$ cat src/rtl/core/jav_pkg.sv
`timescale 1ns / 1ps

package jav_pkg;

  localparam int DIV_W = 54;

  localparam logic [1:0] CMD_STEP = 2'd0;
  localparam logic [1:0] CMD_LOAD = 2'd1;
  localparam logic [1:0] CMD_SEED = 2'd2;

  localparam logic [19:0] US_PER_S       = 20'd1000000;
  localparam logic [19:0] PERIOD_MIN_US  = 20'd100;
  localparam logic [19:0] PERIOD_DEF_US  = 20'd8000;

  typedef enum logic [2:0] {
    ST_IDLE,
    ST_CHECK,
    ST_MUL,
    ST_DSTART,
    ST_DWAIT,
    ST_FIN,
    ST_EMIT
  } state_t;

  typedef struct packed {
    logic       latch;
    logic       mul;
    logic       div_start;
    logic       fin;
    logic       emit;
    logic [1:0] phase;
  } dp_cmd_t;

  typedef struct packed {
    logic compute;
    logic div_done;
  } dp_status_t;

  // saturate to signed 32 bits; bit 32 flags a hit
  function automatic logic [32:0] sat32(input logic signed [DIV_W:0] x);
    logic [32:0] r;
    if (x > $signed({{(DIV_W-31){1'b0}}, 32'h7fffffff})) begin
      r = {1'b1, 32'h7fffffff};
    end else if (x < $signed({{(DIV_W-31){1'b1}}, 32'h80000000})) begin
      r = {1'b1, 32'h80000000};
    end else begin
      r = {1'b0, x[31:0]};
    end
    return r;
  endfunction

  function automatic logic signed [31:0] clamp_sym(input logic signed [31:0] x,
                                                   input logic [30:0] lim);
    logic signed [32:0] xs;
    logic signed [32:0] ls;
    logic signed [31:0] r;
    xs = {x[31], x};
    ls = {2'b00, lim};
    if (xs > ls) begin
      r = {1'b0, lim};
    end else if (xs < -ls) begin
      r = 32'(-ls);
    end else begin
      r = x;
    end
    return r;
  endfunction

endpackage

$ cat src/rtl/core/jav_ctrl.sv
`timescale 1ns / 1ps

module jav_ctrl import jav_pkg::*; (
  input  logic       clk,
  input  logic       rst_n,
  input  logic       in_valid,
  output logic       in_stall,
  output logic       out_valid,
  input  logic       out_stall,
  input  dp_status_t status,
  output dp_cmd_t    cmd
);

  state_t     state_r, state_nxt;
  logic [1:0] phase_r;
  logic       out_valid_r;
  logic       out_free;

  assign out_free = !out_valid_r || !out_stall;

  always_comb begin
    state_nxt = state_r;
    unique case (state_r)
      ST_IDLE:   if (in_valid) state_nxt = ST_CHECK;
      ST_CHECK:  state_nxt = status.compute ? ST_MUL : ST_EMIT;
      ST_MUL:    state_nxt = ST_DSTART;
      ST_DSTART: state_nxt = ST_DWAIT;
      ST_DWAIT:  if (status.div_done) state_nxt = ST_FIN;
      ST_FIN:    state_nxt = (phase_r == 2'd3) ? ST_EMIT : ST_MUL;
      ST_EMIT:   if (out_free) state_nxt = ST_IDLE;
      default:   state_nxt = ST_IDLE;
    endcase
  end

  always_comb begin
    cmd           = '0;
    cmd.phase     = phase_r;
    in_stall      = 1'b1;
    unique case (state_r)
      ST_IDLE: begin
        in_stall  = 1'b0;
        cmd.latch = in_valid;
      end
      ST_MUL:    cmd.mul       = 1'b1;
      ST_DSTART: cmd.div_start = 1'b1;
      ST_FIN:    cmd.fin       = 1'b1;
      ST_EMIT:   cmd.emit      = out_free;
      default: ;
    endcase
  end

  always_ff @(posedge clk) begin
    if (!rst_n) begin
      state_r     <= ST_IDLE;
      phase_r     <= '0;
      out_valid_r <= 1'b0;
    end else begin
      state_r <= state_nxt;
      if (state_r == ST_CHECK) phase_r <= '0;
      else if (cmd.fin)        phase_r <= phase_r + 1'b1;
      if (cmd.emit)            out_valid_r <= 1'b1;
      else if (!out_stall)     out_valid_r <= 1'b0;
    end
  end

  assign out_valid = out_valid_r;

endmodule

$ cat config.mk
export PLATFORM = sky130hd
export DESIGN_NAME = jav_ctrl
export DESIGN_NICKNAME = d
export VERILOG_FILES = /design/src/rtl/core/jav_pkg.sv /design/src/rtl/core/jav_ctrl.sv
export SDC_FILE = /design/constraint.sdc
export NUM_CORES = 1
export LEC_CHECK = 0
export BUFFER_PORTS_ARGS = -buffer_cell sky130_fd_sc_hd__buf_2
export CAP_MARGIN = 40
export CORE_AREA = 4 4 41 43
export CTS_CLUSTER_DIAMETER = 100
export DETAILED_ROUTE_END_ITERATION = 8
export DIE_AREA = 0 0 45 47
export PLACE_DENSITY = 0.48
export SETUP_SLACK_MARGIN = 0.5
export SLEW_MARGIN = 20
export SYNTH_ARGS = -nofsm -noshare
export SYNTH_HDL_FRONTEND = slang
export SYNTH_SLANG_ARGS = --single-unit
$ cat constraint.sdc
create_clock -name clk -period 1.4 [get_ports clk]
set_input_delay 0.21 -clock clk [delete_from_list [all_inputs] [get_ports clk]]
set_output_delay 0.21 -clock clk [all_outputs]
set_load 0.02 [all_outputs]
==> results by group, run 1 <==
Power and ir drop
  – NetSw: approximately 280 uW
  – Internal power: between 500 and 600 uW
  – Combinational Power Share: 53.8%
  – Leak: between 0.3 and 0.4 nW
  – Power density cells: around 1100 nW/um^2
  – Sw Ratio: around 36%
  – Reg power frac: about a quarter
  – Clock share of power: around a fifth
  – Peak supply drop: between 600 and 700 uV

Setup path
  – Critical path's largest stage delay: 410 ps
  – Cell Chain, Critical Path: or3_4, nor2_4, buf_6
  – Critical path data required time: 1190 ps
  – Crit path kind: flop to output port
  – Crit path DAT: 1190 ps
  – CP max stage cell: or3_4
  – Critical-path maximum fanout: 3
  – Startpoint Class: flop
  – Critical Path End Type: output port

Logic synthesis
  – Unique cell type count in the Yosys netlist: 25
  – Register area share after synthesis: approximately a third
  – Ys Warns: 0
  – Gate Count Post-Synth: 44
  – Post-synth top area cell: dfxtp_1
  – Post-Syn Area: about 350 sq um
  – Post-synth top area share: about a third
  – Syn Nets: between 50 and 60
  – FF+latch count, synth: 6
  – Syn_area_per_cell: 7.877 sq um
  – Area contributors post-synth: dfxtp_1, nor2_1, nand2_1, a31oi_1, ha_1

Layout
  – Non-Filler Instances: 88
  – Final instance area: approximately 750 sq um
  – Antenna cell count: 0
  – Nets: 82
  – Post-layout util: 57.60%
  – Area growth, synth to finish: 116.2%
  – Share of layout cells above drive strength 1: 72.60%

Job
  – Max Cap Viol: 0

Place
  – Cells after DPL: a little over 70
  – Final Wtd Congestion: around 0.65
  – PortBufs: 14
  – Placed inst area: between 400 and 500 sq um
  – Post-DP HPWL: just over 600 microns

Route
  – Post-route antenna net violation count: 0
  – DR vias: about 410
  – DRC: 0
  – Routed WL: 1122 microns
  – DRT iter0 DRCs: 1
  – Average wire per standard cell: about 13 microns
  – Drt first pass iters: 2
  – Vias/cell: between 4 and 5

Floorplanning
  – Die width: ~45 microns
  – Cell row count: 13
  – Die height: between 40 and 50 microns
  – Die Footprint: between 2000 and 2500 sq um
  – Ports: 15
  – Initial Util: a little over a quarter
  – Core area: ~1300 sq um

GRT
  – GRT Resource Usage Total: 10.36%
  – Total gr overflow: 0
  – Number of global-route vias before repair: just under 400
  – Largest net degree at the start of global routing: 9
  – First-pass GRT wire length: about 1600 microns
  – Initial antenna violation count: 0

STA
  – RSZ-0062 raised after global routing: true
  – Slew Viols, Final: 0
  – Final Hold Vio Count: 0
  – Setup-failing EPs final: 0
  – Final period util: approximately 100%
  – Layout Skew: 7.986 ps
  – Setup TNS: 0 ps
  – FMAX: just over 700 MHz
  – Clock period minus worst slack: approximately 1400 ps
  – Hold_ws: approximately 260 ps
  – Worst-margin pin slew: 242.0 ps
  – Rel. slew slack: between 80 and 90%

Clock network
  – CTS H-tree depth: 1
  – CTS Sinks: 6
  – Clk_lat worst skew: between 200 and 300 ps
  – Root buf cell: clkbuf_4
  – CTS tree: done
  – Hold Buf Count CTS: 0
  – Longest Clk Path Bufs: 2
  – Clock transition at path regs: approximately 50 ps
  – TritonCTS buffer count: 3

Status
  – Status: finished, final reports clean

Min path
  – Min-delay worst type: input pin to flop
-- critical path: cells and delay by family (launching register included) --
family                 cells  cell delay, ps
buffers and inverters      1             120
flip-flops                 1             320
AND/OR/NAND/NOR            2             500
-- sequential cells by signal, summed over array words and instances, names as in the netlist --
| register | cells |
|---|---|
| state_r | 3 |
| out_valid | 1 |
| phase_r | 2 |
-- routing by layer --
layer | track usage, % | routed length [microns] | vias to the layer above
met5 | 0 | 0 | -
met4 | 2.924 | 0 | 0
met3 | 4.981 | 69 | 0
met2 | 17.80 | 604 | 12
met1 | 11.42 | 448 | 187
li1 | - | - | 209
-- through the flow --
stage                     power [mW]  setup slack [ps]
after floorplan               0.3705             189.3
after global placement        0.4138             187.7
after detailed placement      0.4119             170.9
after CTS                     0.7279            -19.37
after global routing          0.8452            -37.17
final                         0.7938           0.08116
-- Yosys cell counts --
cell type,instances
o211ai_2,1
ha_1,1
o21ai_1,1
a21boi_0,1
or3_4,1
buf_6,1
nor2b_1,1
nand3_1,2
nor3_1,1
a211oi_1,1
o32ai_1,1
buf_4,1
a21boi_1,1
inv_2,1
and3_1,1
or2b_1,1
a21oi_1,2
o21a_1,1
nand2_1,5
nor3b_1,1
nor2_1,7
a31oi_1,2
dfxtp_1,6
nand2b_1,1
inv_1,2
-- power by group through the flow --
| stage | registers, mW | clock network (mW) | logic [mW] |
|---|---|---|---|
| final | 0.206 | 0.161 | 0.427 |
| after global placement | 0.213 | 0 | 0.201 |
| after global routing | 0.206 | 0.183 | 0.457 |
| after CTS | 0.213 | 0.167 | 0.347 |
| after floorplan | 0.206 | 0 | 0.165 |
| after detailed placement | 0.214 | 0 | 0.198 |
-- placed cells by master, fill, tap and decap left out, types with 2 or more instances in the layout --
cell	n
buf_2	6
dfxtp_2	3
clkbuf_4	3
buf_4	7
a31oi_1	2
dfxtp_4	3
nor2_1	3
buf_6	15
nand2_1	4
nor2_4	4
nand3_2	2
inv_1	2
-- what timing repair did --
item | in CTS | in global routing
pin swaps | 8 | 9
setup buffers | 8 | 5
setup endpoints to repair | 14 | 15
gates resized for setup | 36 | 10
cloned | 0 | 0
-- cells by family (layout without fill, tap and decap cells) --
| kind of cell | count (synthesis) | in the layout | synth area share, % |
|---|---|---|---|
| and+or+nand+nor | 21 | 21 | 30.33 |
| buffers and inverters | 5 | 34 | 8.665 |
| DFF | 6 | 6 | 34.66 |
| AOI/OAI and AO/OA | 11 | 11 | 22.74 |
| adders and majority gates | 1 | 1 | 3.610 |
-- final timing paths --
| kind | from | slack [ps] | end | cells after the start |
|---|---|---|---|---|
| hold reg to reg | state_r[0] | 450 | state_r[0] | 1 |
| hold / removal | rst_n | 260 | state_r[1] | 2 |
| setup / recovery | state_r[2] | 0.08 | cmd[6] | 3 |
| setup reg to reg | state_r[2] | 30 | state_r[2] | 5 |
-- cell type report --
cell class	instances	area, sq um
Fill cell	115	551.8
Tap cell	15	18.77
Sequential cell	6	135.1
Timing Repair Buffer	28	251.5
Multi-Input combinational cell	33	297.8
Clock buffer	3	22.52
Inverter	3	23.77
Power figures use the tool's default switching activity.
==> run 2, diff against run 1 <==
Settings changed: PLACE_DENSITY 0.48 to not set.
==> run 2 against run 1 <==
Effect of this change:
- die area unchanged
- highest routed layer unchanged
- wire length up 8.7%
- critical path type unchanged
- sequential power up 3%
- maximum frequency up 1.7%
- via count up 4.9%
- design area down 4.0%
- worst setup slack better by 24 ps
- clock power down 7%
- hold slack better by 8.2 ps
- global-route usage up 0.70 points
- flip-flop and latch count unchanged
==> results by group, run 2 (synthesis results as in run 1) <==
Setup path
  – Cell Chain, Critical Path: or3_4, nor2_4, buf_6 (unchanged)
  – Crit path kind: flop to output port (unchanged)
  – Startpoint Class: flop (unchanged)
  – CP max stage cell: or3_4 (unchanged)
  – Buffers plus inverters on the worst setup path: 1 (unchanged)
  – Critical path data required time: 1190 ps (about the same)
  – Crit path DAT: 1170 ps (was 1190 ps)
  – Delay-heaviest family, CP: simple AND/OR/NAND/NOR gates (unchanged)
  – Critical-path maximum fanout: 5 (was 3)
  – Critical path's largest stage delay: 380 ps (was 410 ps)
  – Critical Path End Type: output port (unchanged)

Place
  – Final Wtd Congestion: 0.7209 (was 0.6504)
  – Pre-CTS WS: 176.5 ps (was 170.9 ps)
  – Cells after DPL: 72 (unchanged)
  – Post-DP HPWL: 649.3 microns (was 607.2 microns)
  – PortBufs: 14 (unchanged)

STA
  – Layout Skew: 3.419 ps (was 7.986 ps)
  – Setup-failing EPs final: 0 (unchanged)
  – Final Hold Vio Count: 0 (unchanged)
  – Rel. slew slack: 81.32% (was 83.76%)
  – Slew Viols, Final: 0 (unchanged)
  – RSZ-0062 raised after global routing: true (unchanged)
  – FMAX: 726.6 MHz (was 714.3 MHz)
  – Worst-margin pin slew: 278.6 ps (was 242.0 ps)
  – Final worst setup slack: 23.79 ps (was 0.08116 ps)
  – Clock period minus worst slack: 1376 ps (was 1400 ps)
  – Final period util: 98.30% (was 99.99%)
  – Hold_ws: 271.1 ps (was 262.9 ps)

Floorplanning
  – Die Footprint: 2115 sq um (unchanged)
  – Ports: 15 (unchanged)
  – Initial Util: 26.63% (unchanged)
  – Die width: 45 microns (unchanged)
  – Die height: 47 microns (unchanged)
  – Cell row count: 13 (unchanged)
  – Core area: 1301 sq um (unchanged)

Clock network
  – CTS H-tree depth: 1 (unchanged)
  – Clk_lat worst skew: 230 ps (was 250 ps)
  – Root buf cell: clkbuf_4 (unchanged)
  – CTS tree: done (unchanged)
  – CTS Sinks: 6 (unchanged)
  – TritonCTS buffer count: 3 (unchanged)
  – Hold Buf Count CTS: 0 (unchanged)
  – Clock transition at path regs: 40 ps (was 50 ps)
  – Longest Clk Path Bufs: 2 (unchanged)

Route
  – Vias/cell: 4.920 (was 4.636)
  – Routed WL: 1220 microns (was 1122 microns)
  – Drt first pass iters: 4 (was 2)
  – DR vias: 428 (was 408)
  – DRT iter0 DRCs: 4 (was 1)
  – Post-route antenna net violation count: 0 (unchanged)
  – DRC: 0 (unchanged)
  – Average wire per standard cell: 14.02 microns (was 12.75 microns)

Layout
  – Area growth, synth to finish: 107.6% (was 116.2%)
  – Commonest non-fill, non-tap cell in the layout: buf_6 (unchanged)
  – Share of layout cells above drive strength 1: 72.22% (was 72.60%)
  – Biggest register: state_r (unchanged)
  – Max reg flops: 3 (unchanged)
  – Commonest non-fill, non-tap cells in the layout: buf_6, buf_4, buf_2 (unchanged)
  – Antenna cell count: 0 (unchanged)
  – Nets: 81 (was 82)
  – Non-Filler Instances: 87 (was 88)

GRT
  – GRT Resource Usage Total: 11.07% (was 10.36%)
  – Initial antenna violation count: 0 (unchanged)
  – Largest net degree at the start of global routing: 9 (unchanged)
  – First-pass GRT wire length: 1690 microns (was 1593 microns)
  – Total gr overflow: 0 (unchanged)
  – Number of global-route vias before repair: 412 (was 395)

Job
  – Max Cap Viol: 0 (unchanged)

Min path
  – Min-delay worst type: input pin to flop (unchanged)

Power and ir drop
  – Power density cells: 1014 nW/um^2 (was 1059 nW/um^2)
  – Leak: 0.2987 nW (was 0.3069 nW)
  – Peak supply drop: 517.0 uV (was 628.4 uV)

Status
  – Status: finished, final reports clean (unchanged)
## run 2: routing by layer
layer / vias up / GRT usage [%] / share of wire [%]
met3: 0 / 2.299 / 1.9
met5: - / 0 / 0
li1: 214 / - / -
met2: 8 / 21.19 / 57
met4: 0 / 5.263 / 0
met1: 206 / 11.39 / 41
## run 2: worst paths after layout
path / startpoint / endpoint / slack, ps / cells past startpoint
worst max-delay path: state_r[1] / cmd[6] / 20 / 3
worst min-delay path: rst_n / state_r[1] / 270 / 2
worst max register to register: state_r[1] / state_r[2] / 120 / 4
worst min register to register: phase_r[1] / phase_r[1] / 480 / 2
## run 2: layout make-up
type,count,area [sq um]
fillers,122,581.8
multi-input cells,33,294.0
flip-flops and latches,6,135.1
inverters,3,18.77
clock buffers,3,22.52
repair buffers,27,230.2
well taps,15,18.77
## run 2: power breakdown
part	switching [mW]	internal, mW
clock network	0.0536	0.0964
logic	0.187	0.181
registers	0.0226	0.190
total	0.263	0.467
## run 2: metrics by stage
stage                     setup TNS [ps]  utilization [%]  total power, mW  area (sq um)
after floorplan                        0                -           0.3705         389.1
after global placement                 0            35.87           0.4104         466.7
after detailed placement               0            35.87           0.4110         466.7
after CTS                         -9.350            48.94           0.6664         636.9
after global routing              -33.17            55.29           0.7776         719.4
final                                  0            55.29           0.7297         719.4
## run 2: what timing repair did
action	CTS	global route
pin swaps	2	6
setup buffers	7	5
setup endpoints to repair	14	15
resized for setup	30	11
==> run 3, diff against run 2 <==
Settings changed: ABC_AREA set to 1.
==> run 3 against run 2 <==
Effect of this change:
- synthesized area up 7.2%
- non-clock buffer count up 1
- combinational power up 36%
- global-route usage up 0.41 points
- maximum frequency up 6.6%
- die area unchanged
- sequential share of layout area down 2.2 points
- final cell count up 15%
- hold slack worse by 41 ps
- total power up 24%
- critical endpoint is now cmd[5]
- largest cell class unchanged
- highest routed layer unchanged
==> results by group, run 3 <==
Logic synthesis
  – Top-count cell post-synth: inv_1 (was nor2_1)
  – Gate Count Post-Synth: 55 (was 44)
  – Post-synth top area cell: dfxtp_1 (unchanged)
  – Unique cell type count in the Yosys netlist: 19 (was 25)
  – Post-Syn Area: 371.6 sq um (was 346.6 sq um)
  – Number of synthesized flops with an enable pin: 0 (unchanged)
  – Syn_area_per_cell: 6.756 sq um (was 7.877 sq um)
  – Syn Nets: 62 (was 51)
  – Commonest cells in the synthesized netlist: inv_1, nand2_1, dfxtp_1 (was nor2_1, dfxtp_1, nand2_1)
  – Register area share after synthesis: 32.32% (was 34.66%)
  – Area contributors post-synth: dfxtp_1, inv_1, nand2_1, nand3_1, nand3_2 (was dfxtp_1, nor2_1, nand2_1, a31oi_1, ha_1)
  – Fraction of registers with async set/reset: 0% (unchanged)
  – FF+latch count, synth: 6 (unchanged)
  – Post-synth top area share: 32.32% (was 34.66%)
  – Ys Warns: 0 (unchanged)
  – Primary FF master, synth: dfxtp_1 (unchanged)

Power and ir drop
  – Leak: 0.3697 nW (was 0.2987 nW)
  – Power density cells: 1095 nW/um^2 (was 1014 nW/um^2)
  – Peak supply drop: 858.7 uV (was 517.0 uV)
  – Total power: 907.3 uW (was 729.7 uW)

Clock network
  – CTS Sinks: 6 (unchanged)
  – Clock transition at path regs: 50 ps (was 40 ps)
  – CTS tree: done (unchanged)
  – Longest Clk Path Bufs: 2 (unchanged)
  – TritonCTS buffer count: 3 (unchanged)
  – CTS H-tree depth: 1 (unchanged)
  – Hold Buf Count CTS: 0 (unchanged)
  – Clk_lat worst skew: 240 ps (was 230 ps)
  – Root buf cell: clkbuf_4 (unchanged)

STA
  – Worst-margin pin slew: 320.7 ps (was 278.6 ps)
  – Final period util: 92.18% (was 98.30%)
  – Clock period minus worst slack: 1291 ps (was 1376 ps)
  – Setup TNS: 0 ps (unchanged)
  – RSZ-0062 raised after global routing: true (unchanged)
  – Rel. slew slack: 78.39% (was 81.32%)
  – Final Hold Vio Count: 0 (unchanged)
  – Layout Skew: 6.799 ps (was 3.419 ps)
  – FMAX: 774.9 MHz (was 726.6 MHz)
  – Setup-failing EPs final: 0 (unchanged)
  – Slew Viols, Final: 0 (unchanged)

GRT
  – GRT Resource Usage Total: 11.48% (was 11.07%)
  – Number of global-route vias before repair: 415 (was 412)
  – Initial antenna violation count: 0 (unchanged)
  – Largest net degree at the start of global routing: 6 (was 9)
  – First-pass GRT wire length: 1759 microns (was 1690 microns)
  – Total gr overflow: 0 (unchanged)

Floorplanning
  – Core area: 1301 sq um (unchanged)
  – Initial Util: 28.56% (was 26.63%)
  – Die width: 45 microns (unchanged)
  – Die Footprint: 2115 sq um (unchanged)
  – Die height: 47 microns (unchanged)
  – Ports: 15 (unchanged)
  – Cell row count: 13 (unchanged)

Setup path
  – Critical path data required time: 1190 ps (about the same)
  – Critical-path maximum fanout: 5 (unchanged)
  – R2R depth: 9 (was 4)
  – Critical Path End Type: output port (unchanged)
  – Crit path DAT: 1080 ps (was 1170 ps)
  – Worst flop-to-flop path endpoint: state_r[2] (unchanged)
  – Crit path kind: flop to output port (unchanged)
  – Worst Setup SP: state_r[2] (was state_r[1])
  – Critical Path End: cmd[5] (was cmd[6])
  – R2r startpoint: state_r[1] (unchanged)
  – Startpoint Class: flop (unchanged)
  – R2r setup slk: 200 ps (was 120 ps)

Layout
  – Share of layout cells above drive strength 1: 74.12% (was 72.22%)
  – Nets: 94 (was 81)
  – Antenna cell count: 0 (unchanged)
  – Fillers: 112 (was 122)
  – Max reg flops: 3 (unchanged)
  – Commonest non-fill, non-tap cells in the layout: buf_6, buf_4, inv_1 (was buf_6, buf_4, buf_2)
  – Commonest non-fill, non-tap cell in the layout: buf_6 (unchanged)
  – Area growth, synth to finish: 122.9% (was 107.6%)
  – Biggest register: state_r (unchanged)

Status
  – Status: finished, final reports clean (unchanged)

Place
  – Final Wtd Congestion: 0.7061 (was 0.7209)
  – Post-DP HPWL: 711.1 microns (was 649.3 microns)
  – PortBufs: 14 (unchanged)

Route
  – Drt first pass iters: 4 (unchanged)
  – DR vias: 467 (was 428)
  – DRT iter0 DRCs: 3 (was 4)
  – Routed WL: 1161 microns (was 1220 microns)
  – Vias/cell: 4.670 (was 4.920)
  – Average wire per standard cell: 11.61 microns (was 14.02 microns)
  – DRC: 0 (unchanged)
  – Post-route antenna net violation count: 0 (unchanged)

Job
  – Max Cap Viol: 0 (unchanged)

Min path
  – Min-delay worst type: input pin to flop (unchanged)
## run 3: cell types whose count changed after synthesis, sizes merged, moves of 2 or more
cell,previous run,this run
o21ai,1,3
a21boi,2,0
nand2,5,9
inv,3,12
nand3,2,7
a31oi,2,0
## run 3: final cells by class
type                            count  area, sq um  area share [%]
Sequential cell                     6        137.6           16.62
Inverter                           13        67.56           8.157
Multi-Input combinational cell     35        319.1           38.52
Timing Repair Buffer               28        262.8           31.72
Clock buffer                        3        22.52           2.719
Tap cell                           15        18.77           2.266
## run 3: per-layer routing
layer	vias up	GRT usage (%)	part of all wire, %
li1	233	-	-
met1	220	13.73	37
met2	14	19.49	56
met3	0	4.981	6.2
met4	0	1.754	0
met5	-	0	0
## run 3: per-stage QoR
stage | area [sq um] | setup WS [ps] | instances | utilization (%) | hold slack [ps]
2_1_floorplan | 441.7 | 415.0 | 55 | - | 374.4
3_3_place_gp | 526.8 | 261.3 | 84 | 40.48 | 469.9
3_5_place_dp | 526.8 | 246.5 | 84 | 40.48 | 473.7
4_1_cts | 665.6 | 140.0 | 91 | 51.15 | 219.6
5_1_grt | 828.3 | 60.02 | 100 | 63.65 | 231.4
6_report | 828.3 | 109.4 | 100 | 63.65 | 230.3
## run 3: power by group
group / internal (mW) / leakage (nW) / switching [mW]
logic: 0.262 / 0.303 / 0.237
registers: 0.201 / 0.0528 / 0.0505
clock network: 0.0968 / 0.0138 / 0.0599
total: 0.560 / 0.370 / 0.347
## run 3: worst min-delay path by stage
stage,startpoint,end,slack (ps),cells past startpoint
detailed placement,phase_r[1],phase_r[1],470,2
finish,rst_n,phase_r[1],230,3
CTS,rst_n,phase_r[0],220,3
global placement,phase_r[1],phase_r[1],470,2
floorplan,rst_n,phase_r[1],370,2
global route,rst_n,phase_r[1],230,3
## run 3: cells by family (layout without fill, tap and decap cells)
logic type                 Yosys count  after routing  share of synthesized area, %
AOI/OAI and AO/OA                    6              6                         9.090
xor gates and xnor gates             1              1                         2.357
adders and majority gates            1              1                         3.366
buffers and inverters               14             44                         14.48
DFF                                  6              6                         32.32
and+or+nand+nor                     27             27                         38.38
## run 3: repair_timing
| item | in CTS | in global routing |
|---|---|---|
| pin swaps | 6 | 5 |
| setup endpoints to repair | 15 | 14 |
| setup buffers | 4 | 9 |
| gates resized for setup | 27 | 19 |
## run 3: worst max-delay path, stage by stage (launching register included)
cell and delay (ps):
dfxtp_4 370, buf_6 130, nor3_4 200, buf_6 140
